--- config.mk ---
export PLATFORM = sky130hd
export DESIGN_NAME = counter_weighted_xor_word_cipher_top
export DESIGN_NICKNAME = d
export VERILOG_FILES = /design/src/rtl/core/cwxc_pkg.sv /design/src/rtl/core/counter_weighted_xor_word_cipher_top.sv
export SDC_FILE = /design/constraint.sdc
export NUM_CORES = 2
export LEC_CHECK = 0
export BUFFER_PORTS_ARGS = -buffer_cell sky130_fd_sc_hd__buf_2
export CELL_PAD_IN_SITES_DETAIL_PLACEMENT = 1
export CELL_PAD_IN_SITES_GLOBAL_PLACEMENT = 2
export CORE_MARGIN = 2
export CORE_UTILIZATION = 30
export DETAILED_ROUTE_END_ITERATION = 10
export GPL_ROUTABILITY_DRIVEN = 0
export PLACE_DENSITY = 0.66
export REMOVE_ABC_BUFFERS = 1
export SYNTH_ARGS = -nofsm -noshare
export SYNTH_HDL_FRONTEND = slang
export SYNTH_SLANG_ARGS = --single-unit
--- constraint.sdc ---
create_clock -name clk_i -period 17.9 [get_ports clk_i]
set_clock_uncertainty 0.2 [all_clocks]
set_input_delay 0.895 -clock clk_i [delete_from_list [all_inputs] [get_ports clk_i]]
set_output_delay 0.895 -clock clk_i [all_outputs]
set_load 0.005 [all_outputs]
--- src/rtl/core/cwxc_pkg.sv ---
// Package with the shared types and constants of the counter-weighted XOR word cipher.
`timescale 1ns / 1ps

package cwxc_pkg;

  localparam int unsigned DataW    = 32;
  localparam int unsigned KeyWords = 4;
  localparam int unsigned KeyIdxW  = $clog2(KeyWords);
  localparam int unsigned SaltMod  = 1024;
  localparam int unsigned SaltBits = $clog2(SaltMod);
  localparam int unsigned SaltBias = 255;
  localparam int unsigned ByteW    = 8;

  typedef logic [DataW-1:0] word_t;

  typedef enum logic [1:0] {
    ActStart = 2'd0,
    ActWord  = 2'd1,
    ActByte  = 2'd2
  } action_e;

endpackage

--- src/rtl/core/counter_weighted_xor_word_cipher_top.sv ---
// Top level of the counter-weighted XOR word cipher: counter, key registers and two-stage pipe.
`timescale 1ns / 1ps

// The block takes one beat per cycle while in_ready_o is high and returns the result of a word
// or byte beat through the stage register in front of the single 32x32 multiplier and the
// output register behind it. A start beat reloads the position counter and yields no result;
// action code 3 is dropped. The key registers are written through the plain write port and
// must only be changed while no beat is in flight.
module counter_weighted_xor_word_cipher_top (
  input  logic                clk_i,
  input  logic                rst_ni,
  input  logic                cfg_we_i,
  input  logic [1:0]          cfg_idx_i,
  input  logic [31:0]         cfg_wdata_i,
  input  logic                in_valid_i,
  output logic                in_ready_o,
  input  logic [1:0]          action_i,
  input  logic [31:0]         data_in_i,
  input  logic [31:0]         message_size_i,
  input  logic [31:0]         salt_in_i,
  output logic                out_valid_o,
  input  logic                out_ready_i,
  output logic [31:0]         data_out_o
);

  cwxc_pkg::word_t key_q [cwxc_pkg::KeyWords];
  cwxc_pkg::word_t cnt_q, cnt_d;

  logic            s1_valid_q, s1_valid_d;
  logic            s1_byte_q;
  cwxc_pkg::word_t s1_data_q;
  cwxc_pkg::word_t s1_cnt_q;

  logic            out_valid_q, out_valid_d;
  cwxc_pkg::word_t out_data_q, out_data_d;

  logic            in_fire;
  logic            is_data;
  logic            out_load;
  logic            s1_load;

  logic [cwxc_pkg::KeyIdxW-1:0] key_sel;
  cwxc_pkg::word_t              key_word;
  logic [cwxc_pkg::ByteW-1:0]   key_byte;
  cwxc_pkg::word_t              mul_a;
  cwxc_pkg::word_t              product;

  // Key registers.
  always_ff @(posedge clk_i or negedge rst_ni) begin
    if (!rst_ni) begin
      for (int k = 0; k < cwxc_pkg::KeyWords; k++) begin
        key_q[k] <= '0;
      end
    end else if (cfg_we_i) begin
      key_q[cfg_idx_i] <= cfg_wdata_i;
    end
  end

  // Handshake and stage enables.
  assign out_load   = !out_valid_q || out_ready_i;
  assign s1_load    = !s1_valid_q || out_load;
  assign in_ready_o = s1_load;
  assign in_fire    = in_valid_i && in_ready_o;
  assign is_data    = (action_i == cwxc_pkg::ActWord) || (action_i == cwxc_pkg::ActByte);

  // Position counter: loaded on a start beat, decremented ahead of each data beat.
  always_comb begin
    cnt_d = cnt_q;
    if (in_fire) begin
      case (action_i)
        cwxc_pkg::ActStart: begin
          cnt_d = message_size_i
                + cwxc_pkg::word_t'(salt_in_i[cwxc_pkg::SaltBits-1:0])
                + cwxc_pkg::word_t'(cwxc_pkg::SaltBias);
        end
        cwxc_pkg::ActWord, cwxc_pkg::ActByte: begin
          cnt_d = cnt_q - cwxc_pkg::word_t'(1);
        end
        default: begin
          cnt_d = cnt_q;
        end
      endcase
    end
  end

  always_comb begin
    s1_valid_d = s1_valid_q;
    if (s1_load) begin
      s1_valid_d = in_fire && is_data;
    end
  end

  always_ff @(posedge clk_i or negedge rst_ni) begin
    if (!rst_ni) begin
      cnt_q      <= '0;
      s1_valid_q <= 1'b0;
    end else begin
      cnt_q      <= cnt_d;
      s1_valid_q <= s1_valid_d;
    end
  end

  always_ff @(posedge clk_i) begin
    if (s1_load && in_fire) begin
      s1_byte_q <= (action_i == cwxc_pkg::ActByte);
      s1_data_q <= data_in_i;
      s1_cnt_q  <= cnt_d;
    end
  end

  // A byte beat picks the key word from counter bits 3:2 and the byte lane from bits 1:0;
  // a word beat picks the key word from bits 1:0.
  assign key_sel  = s1_byte_q ? s1_cnt_q[3:2] : s1_cnt_q[cwxc_pkg::KeyIdxW-1:0];
  assign key_word = key_q[key_sel];
  assign key_byte = key_word[s1_cnt_q[1:0]*cwxc_pkg::ByteW +: cwxc_pkg::ByteW];
  assign mul_a    = s1_byte_q ? cwxc_pkg::word_t'(key_byte) : key_word;
  assign product  = mul_a * s1_cnt_q;

  always_comb begin
    out_valid_d = out_valid_q;
    out_data_d  = out_data_q;
    if (out_load) begin
      out_valid_d = s1_valid_q;
      if (s1_byte_q) begin
        out_data_d = cwxc_pkg::word_t'(s1_data_q[cwxc_pkg::ByteW-1:0]
                                       ^ product[cwxc_pkg::ByteW-1:0]);
      end else begin
        out_data_d = s1_data_q ^ product;
      end
    end
  end

  always_ff @(posedge clk_i or negedge rst_ni) begin
    if (!rst_ni) begin
      out_valid_q <= 1'b0;
    end else begin
      out_valid_q <= out_valid_d;
    end
  end

  always_ff @(posedge clk_i) begin
    out_data_q <= out_data_d;
  end

  assign out_valid_o = out_valid_q;
  assign data_out_o  = out_data_q;

endmodule

* After elaboration in Yosys (flattened, before gate mapping)
Cells that the tools add are included.
** Operators by class
- Add/sub/neg operators :: 3
- Multipliers :: 1
- Magnitude comparators :: 3
- Equal/unequal tests :: 2
- Shift-type cells :: 1
- Multiplexer cells :: 11
- Bitwise operators :: 4
- Reductions and logical operators :: 11
** Operator list (number)
- 2-to-1 mux 32 bit :: 6
- bitwise mux 128 bit :: 1
- binary-select mux 32 bit (select 2 bit) :: 1
- demux 32 bit (select 2 bit) :: 1
- case mux 32 bit (2 select lines) :: 1
- adder 32 x 10 -> 32 bit :: 1
- adder 32 x 8 -> 32 bit (second input constant) :: 1
- multiplier 32 x 32 -> 32 bit :: 1
- variable part select 32 x 6 -> 8 bit :: 1
- subtractor 32 x 1 -> 32 bit (second input constant) :: 1
- XOR 32 bit :: 1
- XOR 8 bit :: 1
- greater-or-equal comparator 3 bit (second input constant) :: 2
- inverter 2 -> 3 bit :: 2
- logical AND 1 bit :: 4
- logical OR 1 bit :: 3
- < comparator 3 x 1 -> 1 bit (second input constant) :: 1
- equality test 2 x 1 -> 1 bit (second input constant) :: 1
- equality test 2 bit (second input constant) :: 1
- zero test 1 bit :: 2
- zero test 2 bit :: 1
- 2-to-1 mux 2 bit :: 1
- OR reduction 2 bit :: 1
** Storage, ports and cells
- Flip-flop bits (word level) :: 259
- Word-level logic and storage cells :: 47

* Depth between registers and ports, before layout
- Word-level depth :: 10
- Depth in mapped cells :: 39
- Mapped depth without buffers :: 33

* Least setup slack after synthesis
Ideal clock, no wire load.
- Path kind :: reg2reg
- Start point :: reg s1_byte_q
- End point :: reg out_data_q[25] (netlist: data_out_o[25]), data pin
- Arrival :: 8659 ps
- Required time :: 17440 ps
- Setup slack :: 8781 ps
- Stages on the path, launching flop included :: 37
- Clock period less this slack :: 9119 ps
- Cells stage by stage :: edfxtp_1 > buf_6 > mux2i_4 > buf_8 > buf_6 > buf_6 > buf_6 > mux2i_1 > mux4_2 > o21ai_0 > a21o_1 > clkbuf_1 > nand2_1 > fa_1 > inv_1 > fa_1 > fa_1 > inv_1 > fa_1 > inv_1 > fa_1 > inv_1 > fa_1 > inv_1 > fa_1 > fa_1 > ha_1 > clkbuf_1 > a21oi_1 > o21ai_0 > a21o_1 > a21oi_1 > o41ai_1 > a21o_1 > a2111oi_0 > or4_1 > o21ai_0
** On the way
- Word-level cells in the longest chain between the ends :: 10
** Ends and longest elaborated chain
- from (decl) :: RTL line counter_weighted_xor_word_cipher_top.sv:30 : logic s1_byte_q;
- from (signal assigned) :: RTL line counter_weighted_xor_word_cipher_top.sv:105 : s1_byte_q <= (action_i == cwxc_pkg::ActByte);
- 2-to-1 mux 2 bit :: RTL line counter_weighted_xor_word_cipher_top.sv:113 : assign key_sel = s1_byte_q ? s1_cnt_q[3:2] : s1_cnt_q[cwxc_pkg::KeyIdxW-1:0];
- inverter 2 -> 3 bit (not written as such) :: RTL line counter_weighted_xor_word_cipher_top.sv:114 : assign key_word = key_q[key_sel];
- binary-select mux 32 bit (select 2 bit) :: RTL line counter_weighted_xor_word_cipher_top.sv:114
- 2-to-1 mux 32 bit (not written as such) (2 in a row) :: RTL line counter_weighted_xor_word_cipher_top.sv:114
- variable part select 32 x 6 -> 8 bit :: RTL line counter_weighted_xor_word_cipher_top.sv:115 : assign key_byte = key_word[s1_cnt_q[1:0]*cwxc_pkg::ByteW +: cwxc_pkg::ByteW];
- 2-to-1 mux 32 bit :: RTL line counter_weighted_xor_word_cipher_top.sv:116 : assign mul_a = s1_byte_q ? cwxc_pkg::word_t'(key_byte) : key_word;
- multiplier 32 x 32 -> 32 bit :: RTL line counter_weighted_xor_word_cipher_top.sv:117 : assign product = mul_a * s1_cnt_q;
- XOR 32 bit :: RTL line counter_weighted_xor_word_cipher_top.sv:128 : out_data_d = s1_data_q ^ product;
- 2-to-1 mux 32 bit * :: RTL line counter_weighted_xor_word_cipher_top.sv:124 : if (s1_byte_q) begin
- to (signal assigned) :: RTL line counter_weighted_xor_word_cipher_top.sv:142 : out_data_q <= out_data_d;
- to (decl) :: RTL line counter_weighted_xor_word_cipher_top.sv:35 : cwxc_pkg::word_t out_data_q, out_data_d;
Mark *: on every way between the ends. The rest lies on a longest branch, timed or not. The select of a mux whose other input is x is not followed.
A chain may end at the register's enable or synchronous reset.

* Final worst setup path
- Start point :: reg s1_byte_q
- End point :: reg out_data_q[31] (netlist: data_out_o[31]), data pin
Same word-level chain as after synthesis.

==> run metrics <==
#FFs+latches synth=259; I/O Pins=171; wire length per cell=21.5 µm; min-delay worst type=input port to async pin; measured slew at the worst slew-check pin=1.23 ns; Worst-path clk slew=0.06 ns; area delta synth->final=11.5%; post-CTS setup buffers=0; first-pass GRT wire length=137,000 µm; ratio of cells with drive above 1 in the final layout=15.4%; die area=0.0979 mm²; worst setup path class=flip-flop to flip-flop; Initial Utilization=30.2%; Hold Violations, Final=0; grt total ovfl=0; Reg2Reg Depth=34; worst path arrival time=11.22 ns; largest area contributor in the netlist=fa_1; H-tree depth=2; largest net degree at the start of global routing=89; First DRT Iteration DRCs=891; endpoints failing setup=0; Mapped Avg Cell Area=10.4 µm²; Seq/Total Area, Yosys=24.3%; crit path max fanout=35; main flop type after synthesis=dfrtp_1; async set-reset flop share out of synthesis=62.5%; MaxCap Viol Count=0; routed wire length=88,500 µm; Post-synth EDFFs=97; most frequent CP cell=fa_1; vias per inst=4.81; worst rel slew slack=17.8%; TritonCTS buffer count=35; RSZ-0062 raised after global routing=no; Clock Latency Late Sink=0.58 ns; Peak Freq=0.0900 GHz; Clk Tree Root Cell=clkbuf_16; Tcrit/Tclk final=62.1%; PortBufs=148; post-synth cell types=70; CP required=18.01 ns; Final HPWL DP=66,900 µm; vias in the first global route=22,478; Critical-path top delay cell=o31ai_4; Antenna Nets Post-Route=0; PostCTS Resize Cnt=0; Die Ht=313 µm; top post-synthesis cells by area=fa_1, dfrtp_1, edfxtp_1; synthesized instance count=2,748; Row Count=113; maximum root-to-sink buffer count=3; run status=finished clean; antenna violations before repair=3; Reg2Reg Capture Point=data_out_o[31]; n_diodes=0; top-area cell type share of the netlist area=28.6%; Post-Syn Area=0.0286 mm²; setup_tns=0 ns; Crit path largest cell delay=0.93 ns; CTS tree=done; Hold Buf Count CTS=0; DIE WIDTH=313 µm; RR Startpoint=s1_byte_q; GRT Util Overall=18.3%; # DRC=0; Reg2Reg Setup Slack=6.79 ns; core box area=0.0947 mm²; YS warnings=0; # clock sinks=259; post-layout min period=11.11 ns; DR vias=19,819; Worst setup EP type=flip-flop; drt pass-1 iters=5; Slew Limit Fails=0; # nets final=3,520; element type at the critical path start=flip-flop
[layer usage]
metal / GRT usage, % / routed length (µm)
met1: 23.9 / 39500
met2: 32.1 / 44000
met3: 1.92 / 2620
met4: 5.32 / 2340
met5: 0 / 0
[state kept, by name (all words and copies together), names as in the netlist]
signal / flops
s1_valid_q: 1
key_q: 128
s1_cnt_q: 32
s1_byte_q: 1
cnt_q: 32
out_valid_o: 1
s1_data_q: 32
data_out_o: 32
[logic make-up after synthesis]
family | after synthesis | share of synthesized area [%]
AOI/OAI and AO/OA | 228 | 5.30
muxes | 221 | 9.63
xor gates and xnor gates | 139 | 4.40
DFF | 259 | 24.3
buffers and inverters | 593 | 8.01
adders and majority gates | 556 | 35.0
and+or+nand+nor | 752 | 13.3
[layout by cell type (no fill, tap or decap), drive strengths merged, types with 63 or more instances in the layout]
cell type,instances
inv,449
fa,409
nand2,286
buf,186
dfrtp,162
mux2,148
ha,147
and2,130
xnor2,99
edfxtp,97
and3,80
nor2,67
nor2b,66
o21ai,63
[per-stage QoR]
step	utilization (%)	instances	hold WS (ns)	worst slack, ns	cell area, µm²
after global placement	32.4	4054	0.253	6.80	30700
after detailed placement	32.4	4054	0.270	6.70	30700
after floorplan	-	2603	0.235	6.78	28000
after global routing	33.7	4119	0.188	6.18	31900
final	33.7	4119	0.113	6.79	31900
after CTS	33.7	4118	0.180	6.72	31900
[area by class of cell]
cell class,count,area (µm²)
Tap cell,1265,1580
Clock buffer,50,1020
Fill cell,10649,62800
Timing Repair Buffer,187,1050
Multi-Input combinational cell,1896,19400
Sequential cell,259,6970
Inverter,448,1680
Clock inverter,14,198
[synth_stat cells, drive strengths merged (26+ instances only)]
master    n
dfrtp   162
inv     448
and2    130
edfxtp   97
ha      147
mux2    148
fa      409
clkbuf  125
nand2   286
nor2     67
xor2     37
mux4     26
and3     80
nand2b   33
a21o     31
a22oi    26
o21ai    63
a21oi    37
nor2b    66
mux2i    47
xnor2    99
[worst max-delay path, delay by kind of cell (launching register included)]
kind,cells,cell delay [ns]
adder cells (fa/ha/maj),9,3.85
AO/OA/AOI/OAI,9,2.63
multiplexers,3,1.69
buffers and inverters,9,1.63
flip-flops,1,0.32
AND/OR/NAND/NOR,3,0.31
XOR/XNOR,1,0.20
[worst max-delay path by stage]
| stage | start | endpoint | slack, ns | cells after the start |
|---|---|---|---|---|
| after floorplan | s1_byte_q | data_out_o[31] | 6.78 | 27 |
| after global placement | s1_cnt_q[2] | data_out_o[31] | 6.80 | 31 |
| after detailed placement | s1_cnt_q[2] | data_out_o[31] | 6.70 | 34 |
| after CTS | s1_byte_q | data_out_o[31] | 6.72 | 34 |
| after global routing | s1_byte_q | data_out_o[25] | 6.18 | 32 |
| final | s1_byte_q | data_out_o[31] | 6.79 | 34 |
Power is left out: the tool's default activity adds up to more than one toggle a clock period on the data nets, which glitch-free logic cannot reach.
